**config.mk**
```make
export PLATFORM = sky130hd
export DESIGN_NAME = triggered_interval_timer_bank
export DESIGN_NICKNAME = d
export VERILOG_FILES = /design/src/hw/rtl/tib_pkg.sv /design/src/hw/rtl/triggered_interval_timer_bank.sv /design/src/hw/rtl/tib_mem.sv /design/src/hw/rtl/tib_rem.sv
export VERILOG_INCLUDE_DIRS = /design/src /design/src/hw/rtl
export SDC_FILE = /design/constraint.sdc
export NUM_CORES = 2
export LEC_CHECK = 0
export BUFFER_PORTS_ARGS = -buffer_cell sky130_fd_sc_hd__buf_2
export CAP_MARGIN = 15
export CORE_AREA = 4 4 443 445
export CTS_CLUSTER_SIZE = 10
export DETAILED_ROUTE_END_ITERATION = 10
export DIE_AREA = 0 0 447 449
export PLACE_DENSITY = 0.55
export RECOVER_POWER = 25
export SETUP_SLACK_MARGIN = 0.4
export SYNTH_ARGS = -nofsm -noshare
export SYNTH_HDL_FRONTEND = slang
export SYNTH_SLANG_ARGS = --single-unit
export TNS_END_PERCENT = 5
```
**constraint.sdc**
```tcl
create_clock -name clk -period 7.6 [get_ports clk]
set_input_delay 0.38 -clock clk [delete_from_list [all_inputs] [get_ports clk]]
set_output_delay 0.38 -clock clk [all_outputs]
set_load 0.005 [all_outputs]
```
**src/hw/rtl/triggered_interval_timer_bank_assert.svh**
```systemverilog
// Assertion macros for the triggered interval timer bank.
`ifndef TRIGGERED_INTERVAL_TIMER_BANK_ASSERT_SVH
`define TRIGGERED_INTERVAL_TIMER_BANK_ASSERT_SVH

`ifndef SYNTHESIS
// Property must hold at every clock edge outside reset.
`define TIB_ASSERT(lbl, clk, rst_n, prop, msg) \
	lbl: assert property (@(posedge clk) disable iff (!rst_n) prop) else $error(msg);
// Condition must never be true outside reset.
`define TIB_NEVER(lbl, clk, rst_n, cond, msg) \
	lbl: assert property (@(posedge clk) disable iff (!rst_n) !(cond)) else $error(msg);
`else
`define TIB_ASSERT(lbl, clk, rst_n, prop, msg)
`define TIB_NEVER(lbl, clk, rst_n, cond, msg)
`endif

`endif

```
**src/hw/rtl/tib_pkg.sv**
```systemverilog
// Shared types, codes and helpers of the triggered interval timer bank.
`default_nettype none

package tib_pkg;

	localparam int unsigned NUM_CHANNELS_DEF = 40;
	localparam int unsigned CNT_W            = 32;
	localparam int unsigned CH_W             = 6;
	localparam int unsigned TM_W             = 3;

	// item kinds
	localparam logic MODE_TICK = 1'b0;
	localparam logic MODE_POLL = 1'b1;

	// trigger modes; codes four to seven are inactive
	localparam logic [TM_W-1:0] TM_LOW  = 3'd0;
	localparam logic [TM_W-1:0] TM_HIGH = 3'd1;
	localparam logic [TM_W-1:0] TM_RISE = 3'd2;
	localparam logic [TM_W-1:0] TM_FALL = 3'd3;

	typedef struct packed {
		logic [CNT_W-1:0] cnt;
		logic [TM_W-1:0]  tmode;
		logic             lvl;
		logic             armed;
	} tib_entry_t;

	typedef struct packed {
		logic [CNT_W-1:0] cnt;
		logic             armed;
	} tib_pre_t;

	typedef struct packed {
		logic             start;
		logic [CNT_W-1:0] dividend;
		logic [CNT_W-1:0] divisor;
	} tib_div_req_t;

	typedef struct packed {
		logic             busy;
		logic             done;
		logic [CNT_W-1:0] rem;
	} tib_div_rsp_t;

	typedef enum logic [2:0] {
		S_IDLE,
		S_TICK,
		S_TICK_END,
		S_POLL_RD,
		S_POLL_EVAL,
		S_POLL_DIV,
		S_DONE
	} tib_state_t;

	// Trigger evaluation ahead of the period check.
	function automatic tib_pre_t trig_pre(input tib_entry_t e, input logic [TM_W-1:0] tm,
			input logic lvl);
		tib_pre_t p;
		logic     hit;
		p.cnt   = e.cnt;
		p.armed = e.armed;
		hit     = 1'b0;
		unique case (tm)
			TM_LOW: begin
				if (e.tmode != TM_LOW || lvl != 1'b0) p.cnt = '0;
			end
			TM_HIGH: begin
				if (e.tmode != TM_HIGH || lvl != 1'b1) p.cnt = '0;
			end
			TM_RISE, TM_FALL: begin
				if (e.tmode != tm) begin
					p.cnt   = '0;
					p.armed = 1'b0;
				end
				if (!p.armed) p.cnt = '0;
				if (tm == TM_RISE) hit = lvl && !e.lvl;
				else               hit = !lvl && e.lvl;
				if (hit) p.armed = 1'b1;
			end
			default: begin
				p.cnt   = e.cnt;
				p.armed = e.armed;
			end
		endcase
		return p;
	endfunction

endpackage

`default_nettype wire

```
**src/hw/rtl/triggered_interval_timer_bank.sv**
```systemverilog
// Top level of the triggered interval timer bank: sequencer, trigger datapath, result register.
`default_nettype none

// A bank of NUM_CHANNELS interval timers whose state (count, last trigger
// mode, last level, arming) sits in one synchronous memory. One word in,
// one word out, always. A tick word sweeps the memory one channel per
// cycle (read, saturating increment, write back in the next cycle) and
// occupies the block until the last channel is written back. A poll
// word reads its channel, evaluates the trigger and writes back; when
// the count has reached the period the remainder unit runs one bit per
// cycle before the write-back. Polls of a channel past the bank and
// polls with trigger modes four to seven never start the remainder unit.
// New words are taken only between items, but a finished result may still
// wait in the output register while the next word is accepted.
// Reset leaves the whole bank at zero at once; there is no clearing pass.

`include "triggered_interval_timer_bank_assert.svh"

module triggered_interval_timer_bank #(
	parameter int unsigned NUM_CHANNELS = tib_pkg::NUM_CHANNELS_DEF
) (
	input  wire logic                       clk,
	input  wire logic                       arst_n,
	// input words
	input  wire logic                       item_valid,
	output      logic                       item_stall,
	input  wire logic                       mode,
	input  wire logic [tib_pkg::CH_W-1:0]   channel,
	input  wire logic [tib_pkg::TM_W-1:0]   trigger_mode,
	input  wire logic [tib_pkg::CNT_W-1:0]  period,
	input  wire logic                       level,
	// result words
	output      logic                       result_valid,
	input  wire logic                       result_stall,
	output      logic                       pulse,
	output      logic                       bad_period
);

	localparam int unsigned AW = (NUM_CHANNELS > 1) ? $clog2(NUM_CHANNELS) : 1;
	localparam logic [AW-1:0] LAST_CH = AW'(NUM_CHANNELS - 1);

	tib_pkg::tib_state_t          state_q, state_d;

	// latched poll word
	logic [AW-1:0]                ch_q;
	logic [tib_pkg::TM_W-1:0]     tm_q;
	logic [tib_pkg::CNT_W-1:0]    per_q;
	logic                         lvl_q;

	// tick sweep
	logic [AW-1:0]                sweep_q;
	logic [AW-1:0]                tk_addr_s1;
	logic                         tk_vld_s1;

	// memory port
	logic                         mem_we;
	logic [AW-1:0]                mem_waddr;
	tib_pkg::tib_entry_t          mem_wdata;
	logic                         mem_re;
	logic [AW-1:0]                mem_raddr;
	tib_pkg::tib_entry_t          mem_rdata;

	// remainder unit
	tib_pkg::tib_div_req_t        div_req;
	tib_pkg::tib_div_rsp_t        div_rsp;

	// trigger evaluation
	tib_pkg::tib_pre_t            pre;
	tib_pkg::tib_entry_t          ev_entry;
	tib_pkg::tib_entry_t          pend_q;
	tib_pkg::tib_entry_t          tick_entry;
	logic                         active;
	logic                         per_zero;
	logic                         need_div;

	// result register
	logic                         res_pulse_q;
	logic                         res_bad_q;
	logic                         result_valid_q;
	logic                         pulse_q;
	logic                         bad_q;
	logic                         out_load;

	logic                         accept;
	logic                         in_range;

	assign accept   = item_valid && !item_stall;
	assign in_range = {3'b000, channel} < 9'(NUM_CHANNELS);

	tib_mem #(
		.NUM_CHANNELS(NUM_CHANNELS)
	) u_mem (
		.clk   (clk),
		.arst_n(arst_n),
		.we    (mem_we),
		.waddr (mem_waddr),
		.wdata (mem_wdata),
		.re    (mem_re),
		.raddr (mem_raddr),
		.rdata (mem_rdata)
	);

	tib_rem u_rem (
		.clk   (clk),
		.arst_n(arst_n),
		.req   (div_req),
		.rsp   (div_rsp)
	);

	// Trigger datapath on the entry just read. Inactive modes only record
	// mode and level; a zero period flags and keeps the count.
	always_comb begin
		pre      = tib_pkg::trig_pre(mem_rdata, tm_q, lvl_q);
		active   = !tm_q[2];
		per_zero = (per_q == '0);
		need_div = active && !per_zero && (pre.cnt >= per_q);
		ev_entry.tmode = tm_q;
		ev_entry.lvl   = lvl_q;
		if (active) begin
			ev_entry.cnt   = pre.cnt;
			ev_entry.armed = need_div ? 1'b0 : pre.armed;
		end else begin
			ev_entry.cnt   = mem_rdata.cnt;
			ev_entry.armed = mem_rdata.armed;
		end
	end

	// saturating increment for the sweep
	always_comb begin
		tick_entry = mem_rdata;
		if (mem_rdata.cnt != '1) tick_entry.cnt = mem_rdata.cnt + 1'b1;
	end

	// next state
	always_comb begin
		state_d = state_q;
		unique case (state_q)
			tib_pkg::S_IDLE: begin
				if (accept) begin
					if (mode == tib_pkg::MODE_TICK) state_d = tib_pkg::S_TICK;
					else if (in_range)              state_d = tib_pkg::S_POLL_RD;
					else                            state_d = tib_pkg::S_DONE;
				end
			end
			tib_pkg::S_TICK: begin
				if (sweep_q == LAST_CH) state_d = tib_pkg::S_TICK_END;
			end
			tib_pkg::S_TICK_END:  state_d = tib_pkg::S_DONE;
			tib_pkg::S_POLL_RD:   state_d = tib_pkg::S_POLL_EVAL;
			tib_pkg::S_POLL_EVAL: begin
				state_d = need_div ? tib_pkg::S_POLL_DIV : tib_pkg::S_DONE;
			end
			tib_pkg::S_POLL_DIV: begin
				if (div_rsp.done) state_d = tib_pkg::S_DONE;
			end
			tib_pkg::S_DONE: begin
				if (out_load) state_d = tib_pkg::S_IDLE;
			end
			default: state_d = tib_pkg::S_IDLE;
		endcase
	end

	// sequencer outputs
	always_comb begin
		item_stall       = (state_q != tib_pkg::S_IDLE);
		mem_re           = 1'b0;
		mem_raddr        = ch_q;
		mem_we           = 1'b0;
		mem_waddr        = ch_q;
		mem_wdata        = ev_entry;
		div_req.start    = 1'b0;
		div_req.dividend = pre.cnt;
		div_req.divisor  = per_q;
		out_load         = 1'b0;
		unique case (state_q)
			tib_pkg::S_IDLE: ;
			tib_pkg::S_TICK: begin
				mem_re    = 1'b1;
				mem_raddr = sweep_q;
				mem_we    = tk_vld_s1;
				mem_waddr = tk_addr_s1;
				mem_wdata = tick_entry;
			end
			tib_pkg::S_TICK_END: begin
				mem_we    = tk_vld_s1;
				mem_waddr = tk_addr_s1;
				mem_wdata = tick_entry;
			end
			tib_pkg::S_POLL_RD: begin
				mem_re = 1'b1;
			end
			tib_pkg::S_POLL_EVAL: begin
				mem_we        = !need_div;
				div_req.start = need_div;
			end
			tib_pkg::S_POLL_DIV: begin
				mem_we        = div_rsp.done;
				mem_wdata     = pend_q;
				mem_wdata.cnt = div_rsp.rem;
			end
			tib_pkg::S_DONE: begin
				out_load = !result_valid_q || !result_stall;
			end
			default: ;
		endcase
	end

	// payload registers
	always_ff @(posedge clk) begin
		if (accept) begin
			ch_q  <= AW'(channel);
			tm_q  <= trigger_mode;
			per_q <= period;
			lvl_q <= level;
		end
		tk_addr_s1 <= sweep_q;
		if (state_q == tib_pkg::S_POLL_EVAL) pend_q <= ev_entry;
		if (out_load) begin
			pulse_q <= res_pulse_q;
			bad_q   <= res_bad_q;
		end
	end

	// control registers
	always_ff @(posedge clk or negedge arst_n) begin
		if (!arst_n) begin
			state_q        <= tib_pkg::S_IDLE;
			sweep_q        <= '0;
			tk_vld_s1      <= 1'b0;
			res_pulse_q    <= 1'b0;
			res_bad_q      <= 1'b0;
			result_valid_q <= 1'b0;
		end else begin
			state_q   <= state_d;
			tk_vld_s1 <= (state_q == tib_pkg::S_TICK);
			if (accept) begin
				sweep_q     <= '0;
				res_pulse_q <= 1'b0;
				res_bad_q   <= 1'b0;
			end else if (state_q == tib_pkg::S_TICK) begin
				sweep_q <= sweep_q + 1'b1;
			end
			if (state_q == tib_pkg::S_POLL_EVAL) res_bad_q <= active && per_zero;
			if (state_q == tib_pkg::S_POLL_DIV && div_rsp.done) res_pulse_q <= 1'b1;
			if (out_load)           result_valid_q <= 1'b1;
			else if (!result_stall) result_valid_q <= 1'b0;
		end
	end

	assign result_valid = result_valid_q;
	assign pulse        = pulse_q;
	assign bad_period   = bad_q;

	`TIB_ASSERT(a_no_idle_write, clk, arst_n, mem_we |-> (state_q != tib_pkg::S_IDLE), "memory write while idle")
	`TIB_ASSERT(a_div_done_state, clk, arst_n, div_rsp.done |-> (state_q == tib_pkg::S_POLL_DIV), "remainder done outside poll")
	`TIB_ASSERT(a_rem_bound, clk, arst_n, div_rsp.done |-> (div_rsp.rem < per_q), "remainder not below period")
	`TIB_ASSERT(a_sweep_lag, clk, arst_n, ((state_q == tib_pkg::S_TICK) && tk_vld_s1) |-> (tk_addr_s1 + 1'b1 == sweep_q), "sweep write not one behind read")
	`TIB_NEVER(a_no_overwrite, clk, arst_n, out_load && result_valid_q && result_stall, "held result overwritten")

endmodule

`default_nettype wire

```
**src/hw/rtl/tib_mem.sv**
```systemverilog
// Channel state memory: registered synchronous read, per-entry valid bits for reset.
`default_nettype none

module tib_mem #(
	parameter int unsigned NUM_CHANNELS = tib_pkg::NUM_CHANNELS_DEF
) (
	input  wire logic                                          clk,
	input  wire logic                                          arst_n,
	input  wire logic                                          we,
	input  wire logic [((NUM_CHANNELS > 1) ? $clog2(NUM_CHANNELS) : 1)-1:0] waddr,
	input  wire tib_pkg::tib_entry_t                           wdata,
	input  wire logic                                          re,
	input  wire logic [((NUM_CHANNELS > 1) ? $clog2(NUM_CHANNELS) : 1)-1:0] raddr,
	output      tib_pkg::tib_entry_t                           rdata
);

	tib_pkg::tib_entry_t       mem [0:NUM_CHANNELS-1];
	tib_pkg::tib_entry_t       rd_q;
	logic [NUM_CHANNELS-1:0]   vld_q;
	logic                      rd_vld_q;

	always_ff @(posedge clk) begin
		if (we) mem[waddr] <= wdata;
		if (re) rd_q <= mem[raddr];
	end

	// never-written entries read as zero
	always_ff @(posedge clk or negedge arst_n) begin
		if (!arst_n) begin
			vld_q    <= '0;
			rd_vld_q <= 1'b0;
		end else begin
			if (we) vld_q[waddr] <= 1'b1;
			if (re) rd_vld_q <= vld_q[raddr];
		end
	end

	assign rdata = rd_vld_q ? rd_q : '0;

endmodule

`default_nettype wire

```
**src/hw/rtl/tib_rem.sv**
```systemverilog
// Restoring remainder unit, one quotient bit per cycle.
`default_nettype none

module tib_rem (
	input  wire logic                  clk,
	input  wire logic                  arst_n,
	input  wire tib_pkg::tib_div_req_t req,
	output      tib_pkg::tib_div_rsp_t rsp
);

	localparam int unsigned W  = tib_pkg::CNT_W;
	localparam int unsigned CW = $clog2(W + 1);

	logic [W-1:0]  dv_q;
	logic [W-1:0]  den_q;
	logic [W-1:0]  rem_q;
	logic [CW-1:0] cnt_q;
	logic          busy_q;
	logic          done_q;
	logic [W:0]    trial;
	logic [W:0]    diff;

	assign trial = {rem_q, dv_q[W-1]};
	assign diff  = trial - {1'b0, den_q};

	always_ff @(posedge clk) begin
		if (req.start) begin
			dv_q  <= req.dividend;
			den_q <= req.divisor;
			rem_q <= '0;
		end else if (busy_q) begin
			dv_q <= {dv_q[W-2:0], 1'b0};
			if (trial >= {1'b0, den_q}) rem_q <= diff[W-1:0];
			else                         rem_q <= trial[W-1:0];
		end
	end

	always_ff @(posedge clk or negedge arst_n) begin
		if (!arst_n) begin
			busy_q <= 1'b0;
			done_q <= 1'b0;
			cnt_q  <= '0;
		end else begin
			done_q <= 1'b0;
			if (req.start) begin
				busy_q <= 1'b1;
				cnt_q  <= CW'(W);
			end else if (busy_q) begin
				cnt_q <= cnt_q - 1'b1;
				if (cnt_q == CW'(1)) begin
					busy_q <= 1'b0;
					done_q <= 1'b1;
				end
			end
		end
	end

	assign rsp.busy = busy_q;
	assign rsp.done = done_q;
	assign rsp.rem  = rem_q;

endmodule

`default_nettype wire
```
# After elaboration in Yosys (flattened, before gate mapping)
# Memories as Yosys holds them, arrays and structs flattened. A register that Yosys moved wholly into a read port is not among the register bits.
# Cells that the tools add are included.
[word_totals]
reg_bits = 213
mem_count = 1
ramBits = 1480
in_bits = 47
elab_cells = 142
output_inout_bits = 4
[memory_table]
columns = ["name", "depth", "word_bits", "read_ports", "rd_clocked_by_memory_dff", "wr", "line", "text"]
rows = [
  ["u_mem.mem", 40, 37, 1, 1, 1, "tib_mem.sv:17", "tib_pkg::tib_entry_t mem [0:NUM_CHANNELS-1];"],
]
[op_classes]
bitwise_logic = 2
reduce_logical = 32
addsub = 4
magnitude_cmp = 6
n_mux = 54
n_eq_ne = 19
[ops]
columns = ["operator", "count"]
rows = [
  ["two-way mux 32 bit", 8],
  ["case mux 32 bit (3 select lines)", 1],
  ["case mux 37 bit (2 select lines)", 1],
  ["two-way mux 33 bit", 2],
  ["OR 40 bit", 1],
  ["two-way mux 37 bit", 1],
  ["two-way mux 6 bit", 6],
  [">= comparator 33 x 32 -> 1 bit", 1],
  ["adder 32 x 1 -> 32 bit, second input constant", 1],
  [">= comparator 32 bit", 1],
  ["zero test 32 bit", 1],
  ["inequality test 32 bit, second input constant", 1],
  ["subtractor 32 bit", 1],
  ["two-way mux 1 bit", 24],
  ["case mux 3 bit (7 select lines)", 1],
  ["two-way mux 3 bit", 6],
  ["< comparator 6 x 7 -> 1 bit, second input constant", 2],
  ["== test 3 x 2 -> 1 bit, second input constant", 4],
  ["== test 3 bit, second input constant", 3],
  ["logical AND 1 bit", 8],
  ["zero test 1 bit", 8],
  ["nonzero test 2 bit", 4],
  ["adder 6 x 1 -> 6 bit, second input constant", 1],
  ["binary-select mux 1 bit (select 6 bit)", 1],
  ["19 further kinds", 29],
]

# Longest topological paths before layout
[depth]
depth_word = 12
ltp_mapped = 21
mapped_depth_nobuf = 18

# Cells and area by module
# Synthesis repeated with hierarchy kept, for this count alone.
[hier_totals]
cells_unflattened = 3764
area_unflattened_um2 = 70392.5
[modules_own_cells]
columns = ["module", "cells_per_inst", "n_inst", "area_per_inst_um2", "seq_area_each_um2"]
rows = [
  ["tib_mem", 2601, 1, 59369.4, 46579.7],
  ["tib_rem", 579, 1, 5903.2, 2762.6],
  ["triggered_interval_timer_bank", 584, 1, 5119.9, 1916.8],
]

# Worst setup path before layout
# Ideal clock, no wire load.
[synth_path]
kind = "register to register"
from = "reg u_mem.rd_vld_q"
to = "mem u_mem.mem[20][0] in the netlist's numbering (enable)"
n_path_buf = 3
stages_incl_launch_ff = 21
setup_ps = 431
t_arrival_ps = 5322
required_time_ps = 7169
path_slack_ps = 1847
synth_period_minus_slack_ps = 5753
path_cell_list = "dfrtp_1 clkbuf_1 nand2_1 a21oi_1 nand2_1 o21ai_0 a21oi_1 nor2b_1 clkbuf_1 and2_1 ha_1 a21oi_1 o21ai_0 a221oi_1 o211ai_1 o21ai_0 a222oi_1 nor2b_1 nand2_1 clkbuf_1 nor2_1"
[synth_via]
elab_chain_cells = 12
word_cells_on_any_way = 18
classes_between = "order compare: 1; eq/ne: 2; mux: 10; reduce/logical: 5"
[synth_lines]
columns = ["item", "line", "text"]
rows = [
  ["from (decl)", "tib_mem.sv:20", "logic rd_vld_q;"],
  ["from (signal assigned)", "tib_mem.sv:34", "if (re) rd_vld_q <= vld_q[raddr];"],
  ["two-way mux 37 bit *", "tib_mem.sv:38", "assign rdata = rd_vld_q ? rd_q : '0;"],
  ["inequality test 3 bit", "tib_pkg.sv:71", "if (e.tmode != tm) begin"],
  ["two-way mux 33 bit", "tib_pkg.sv:71", ""],
  ["two-way mux 33 bit", "tib_pkg.sv:63", "unique case (tm)"],
  ["two-way mux 32 bit", "tib_pkg.sv:75", "if (!p.armed) p.cnt = '0;"],
  ["case mux 32 bit (3 select lines) *", "tib_pkg.sv:63", ""],
  [">= comparator 32 bit *", "triggered_interval_timer_bank.sv:116", "need_div = active && !per_zero && (pre.cnt >= per_q);"],
  ["logical AND 1 bit *", "triggered_interval_timer_bank.sv:116", ""],
  ["zero test 1 bit *", "triggered_interval_timer_bank.sv:193", "mem_we = !need_div;"],
  ["case mux 1 bit (3 select lines) *", "triggered_interval_timer_bank.sv:175", "unique case (state_q)"],
  ["two-way mux 1 bit *", "tib_mem.sv:23", "if (we) mem[waddr] <= wdata;"],
  ["two-way mux 1 bit (implied by the code) *", "tib_mem.sv:23", ""],
  ["to (decl)", "tib_mem.sv:17", ""],
]
# Mark *: on every way between the ends. The rest lies on a longest branch, timed or not. The select of a mux whose other input is x is not followed.

# Worst setup path after layout
[layout_path]
from = "reg, netlist name u_mem.rd_q[2]"
to = "mem u_mem.mem[17][10] in the netlist's numbering (enable)"
[layout_via]
elab_chain_cells = 12
word_cells_on_any_way = 18
classes_between = "order compare: 1; eq/ne: 2; mux: 10; reduce/logical: 5"
[layout_lines]
columns = ["item", "line"]
rows = [
  ["two-way mux 37 bit *", "tib_mem.sv:38"],
  ["inequality test 3 bit", "tib_pkg.sv:71"],
  ["two-way mux 33 bit", "tib_pkg.sv:71"],
  ["two-way mux 33 bit", "tib_pkg.sv:63"],
  ["two-way mux 32 bit", "tib_pkg.sv:75"],
  ["case mux 32 bit (3 select lines) *", "tib_pkg.sv:63"],
  [">= comparator 32 bit *", "triggered_interval_timer_bank.sv:116"],
  ["logical AND 1 bit *", "triggered_interval_timer_bank.sv:116"],
  ["zero test 1 bit *", "triggered_interval_timer_bank.sv:193"],
  ["case mux 1 bit (3 select lines) *", "triggered_interval_timer_bank.sv:175"],
  ["two-way mux 1 bit *", "tib_mem.sv:23"],
  ["two-way mux 1 bit (implied by the code) *", "tib_mem.sv:23"],
]
# Marked as above.

==> flow_metrics.py <==
metrics = {
    "synth": {
        "synth-main-ff-cell": "edfxtp_1",
        "yosysMostFrequentCell": "edfxtp_1",
        "yosys-top-cells-count": "edfxtp_1, nand2_1, mux4_2",
        "syn-cell-area_sq_um": 70700,
        "syn_avg_cell_area_sq_um": 16.4,
        "syn_inst": 4325,
        "synth-seq-cells": 1730,
        "async_flop_share_pct": 3.58,
        "synth_area_leaders": "edfxtp_1, mux4_2, nand2_1, dfrtp_1, a311oi_1",
        "ys_seq_area_share_pct": 72.5,
        "synth_edf_count": 1630,
        "synth_fp_nets": 4441,
        "ys_types": 70,
        "synth_warnings": 0,
        "yosysTopAreaCell": "edfxtp_1",
        "synth.top_cell.area_share_pct": 69.2,
    },
    "global_routing": {
        "overflow": 0,
        "grt_pass1_wl_mm": 284,
        "grt_use_total_pct": 19.2,
        "antenna_found_initial": 11,
        "grt_pass1_vias": 39800,
        "grt_max_degree": 98,
    },
    "layout": {
        "utilization_pct": 42.0,
        "final_layout_size_suffix_gt1_share_pct": 17.3,
        "stdcell_area_sq_um": 80700,
        "nets": 4630,
        "area_delta_synth_final_pct": 14.1,
    },
    "worst_setup_path": {
        "worstPathRequired_ps": 8140,
        "end_kind": "flip-flop",
        "startpoint": "u_mem.rd_q[2]$_DFFE_PP_",
        "r2r-start": "u_mem.rd_q[2]$_DFFE_PP_",
        "critPathLaunchType": "flip-flop",
        "cp.arrival_ps": 7060,
        "critical_path_class": "flip-flop to flip-flop",
        "worstPathMaxFanout": 25,
    },
    "floorplanning": {
        "initial_core_util_pct": 36.8,
        "pin_count": 51,
        "dieArea_sq_um": 201000,
        "die_h_microns": 449,
        "die_w_microns": 447,
        "core_sq_um": 192000,
        "std_cell_rows": 161,
    },
    "cts": {
        "post_cts_resized": 0,
        "clock-sinks": 1730,
        "clock_latency_ps": 850,
        "cts_tree": "built",
        "cts_buffers": 196,
        "clockRootBuffer": "clkbuf_16",
        "cts_buffer_depth": 3,
        "htree_num_levels": 4,
        "path_clk_slew_ps": 60,
    },
    "sta": {
        "clock_skew_ps": 80.0,
        "setup_tns_ps": 0,
        "fmax_mhz": 153,
        "rsz0062_at_grt": "false",
        "drv_slew": 907,
        "finalSetupViolations": 0,
        "finalWorstSetupSlack_ps": 1080,
        "min_period_ps": 6520,
        "slew_headroom_pct": -141,
        "tightest_slew_ps": 3610,
        "whs_ps": 288,
        "hold_viol_final": 0,
        "finalCritPeriodShare_pct": 85.8,
    },
    "placement": {
        "io_buffer_count": 50,
        "place_ws_ps": 1080,
        "placed_area_sq_um": 74800,
        "hpwl_mm": 121,
        "gp_congestion": 0.857,
    },
    "drt": {
        "post_drt_wl_per_cell_microns": 27.4,
        "route.vias.total": 39900,
        "ant_nets": 0,
        "wirelength_mm": 195,
        "drc": 0,
        "via_per_inst": 5.61,
        "firstDrtPassIters": 6,
        "initialDrtViolationCount": 4537,
    },
    "power": {
        "power_density_nw_per_um2": 357,
        "internal_power_w": 0.0194,
        "p_comb_share_pct": 25.7,
        "p_seq_share_pct": 44.9,
        "ir_drop_v": 0.000232,
        "p_clk_share_pct": 29.3,
        "switching_share_pct": 32.6,
        "p_leak_nw": 26.8,
        "switching_power_w": 0.00938,
    },
    "min_path": {
        "hp-class": "input port to flip-flop",
        "hp-start": "period[6]",
    },
    "outcome": {
        "status": "finished with violations",
        "violations": "capacitance limit, slew limit",
    },
    "run": {
        "cap_viol_max_count": 22,
    },
}
stage by stage:
stage                     total power [W]  std cells
after floorplan                    0.0173       4325
after global placement             0.0205       6790
after detailed placement           0.0205       6792
after CTS                          0.0290       7098
after global routing               0.0300       7104
final                              0.0288       7105
worst max-delay path, stage by stage, from the launching register on:
cell      delay [ps]
edfxtp_1         470
o31a_1           330
o311ai_0         270
a21oi_1          110
buf_4            210
nor2b_1          120
buf_4            210
and2_1           190
ha_1             260
a21oi_1          130
o21ai_0          150
a221oi_1         270
o211ai_1         170
o21ai_0          610
a222oi_1         350
nor2b_1          400
nand2_1          590
nor2_4          1010
buf_4            370
sequential cells by signal, summed over array words and instances (netlist names), 3 cells and up:
| register | count |
|---|---|
| u_mem.mem | 1480 |
| u_rem.den_q | 32 |
| u_mem.rd_q | 37 |
| u_rem.cnt_q | 6 |
| ch_q | 6 |
| per_q | 32 |
| u_rem.rem_q | 32 |
| u_rem.dv_q | 32 |
| tk_addr_s1 | 6 |
| pend_q | 5 |
| tm_q | 3 |
| state_q | 3 |
| u_mem.vld_q | 40 |
| sweep_q | 6 |
cell usage in the layout (no fill, tap or decap), types with 6 or more instances in the layout:
master / n
a311oi_1: 116
nor3_1: 19
o21ai_0: 58
clkbuf_16: 198
clkbuf_1: 72
dlygate4sd3_1: 46
and2_1: 62
nand2b_1: 9
buf_2: 37
xnor2_1: 29
inv_1: 95
a211oi_1: 53
mux2_2: 25
o21ai_2: 6
mux4_2: 304
a31oi_1: 51
o21a_1: 6
xor2_1: 25
nor2b_1: 12
edfxtp_1: 1630
buf_4: 105
mux2i_1: 22
nor2_1: 94
nand2_1: 690
dfxtp_1: 38
o21bai_1: 43
o211ai_1: 9
buf_12: 12
a22oi_1: 19
and3_1: 63
a21o_1: 20
nor2_4: 40
nor4_1: 14
dfrtp_1: 61
a21oi_1: 110
nand4_1: 18
ha_1: 68
nand3b_1: 7
mux2i_4: 6
nand3_1: 164
logic make-up after synthesis:
group | after synthesis | share of synthesized area (%)
AOI/OAI and AO/OA | 548 | 5.39
xor gates and xnor gates | 54 | 0.669
adders and majority gates | 69 | 1.23
buffers and inverters | 343 | 2.11
DFF | 1730 | 72.5
muxes | 360 | 10.5
and+or+nand+nor | 1221 | 7.62
metal layers:
| layer | up-vias | global-route usage [%] | share of wire (%) |
|---|---|---|---|
| met1 | 20900 | 27.6 | 44 |
| met5 | - | 0 | 0.018 |
| li1 | 17200 | - | - |
| met4 | 6 | 4.72 | 2.1 |
| met3 | 273 | 3.46 | 6.8 |
| met2 | 1507 | 30.4 | 47 |
path summary, 6_finish.rpt:
path,endpoint,slack [ps],depth (start not counted)
hold / removal,per_q[6]$_DFFE_PP_,290,2
hold reg to reg,u_mem.vld_q[23]$_DFFE_PN0P_,470,1
setup / recovery,u_mem.mem[17][10]$_DFFE_PP_,1080,18
min in group asynchronous,state_q[0]$_DFFE_PN0P_,1450,3
max in group asynchronous,u_rem.busy_q$_DFF_PN0_,3850,3
setup reg to reg,u_mem.mem[17][10]$_DFFE_PP_,1080,18
cell type report:
cell class                 instances  area [sq um]
inverter                          96           362
tap                             2526          3160
fill                           17100        111000
timing repair buffer             238          1850
antenna                            3          7.51
sequential                      1730         51300
multi-input combinational       2252         18600
clock inverter                    21           373
clock buffer                     239          5150
repair_timing:
action	4_1_cts	5_1_grt
endpoints found under the hold margin	109	0
buffers inserted	0	0
hold buffers	46	0
power groups by stage:
| stage | combinational (W) | sequential [W] | clock [W] |
|---|---|---|---|
| final | 0.00741 | 0.0129 | 0.00845 |
| after global routing | 0.00799 | 0.0130 | 0.00904 |
| after CTS | 0.00751 | 0.0129 | 0.00862 |
| after detailed placement | 0.00748 | 0.0130 | 0 |
| after global placement | 0.00742 | 0.0130 | 0 |
| after floorplan | 0.00436 | 0.0129 | 0 |
Power figures use the tool's default switching activity.
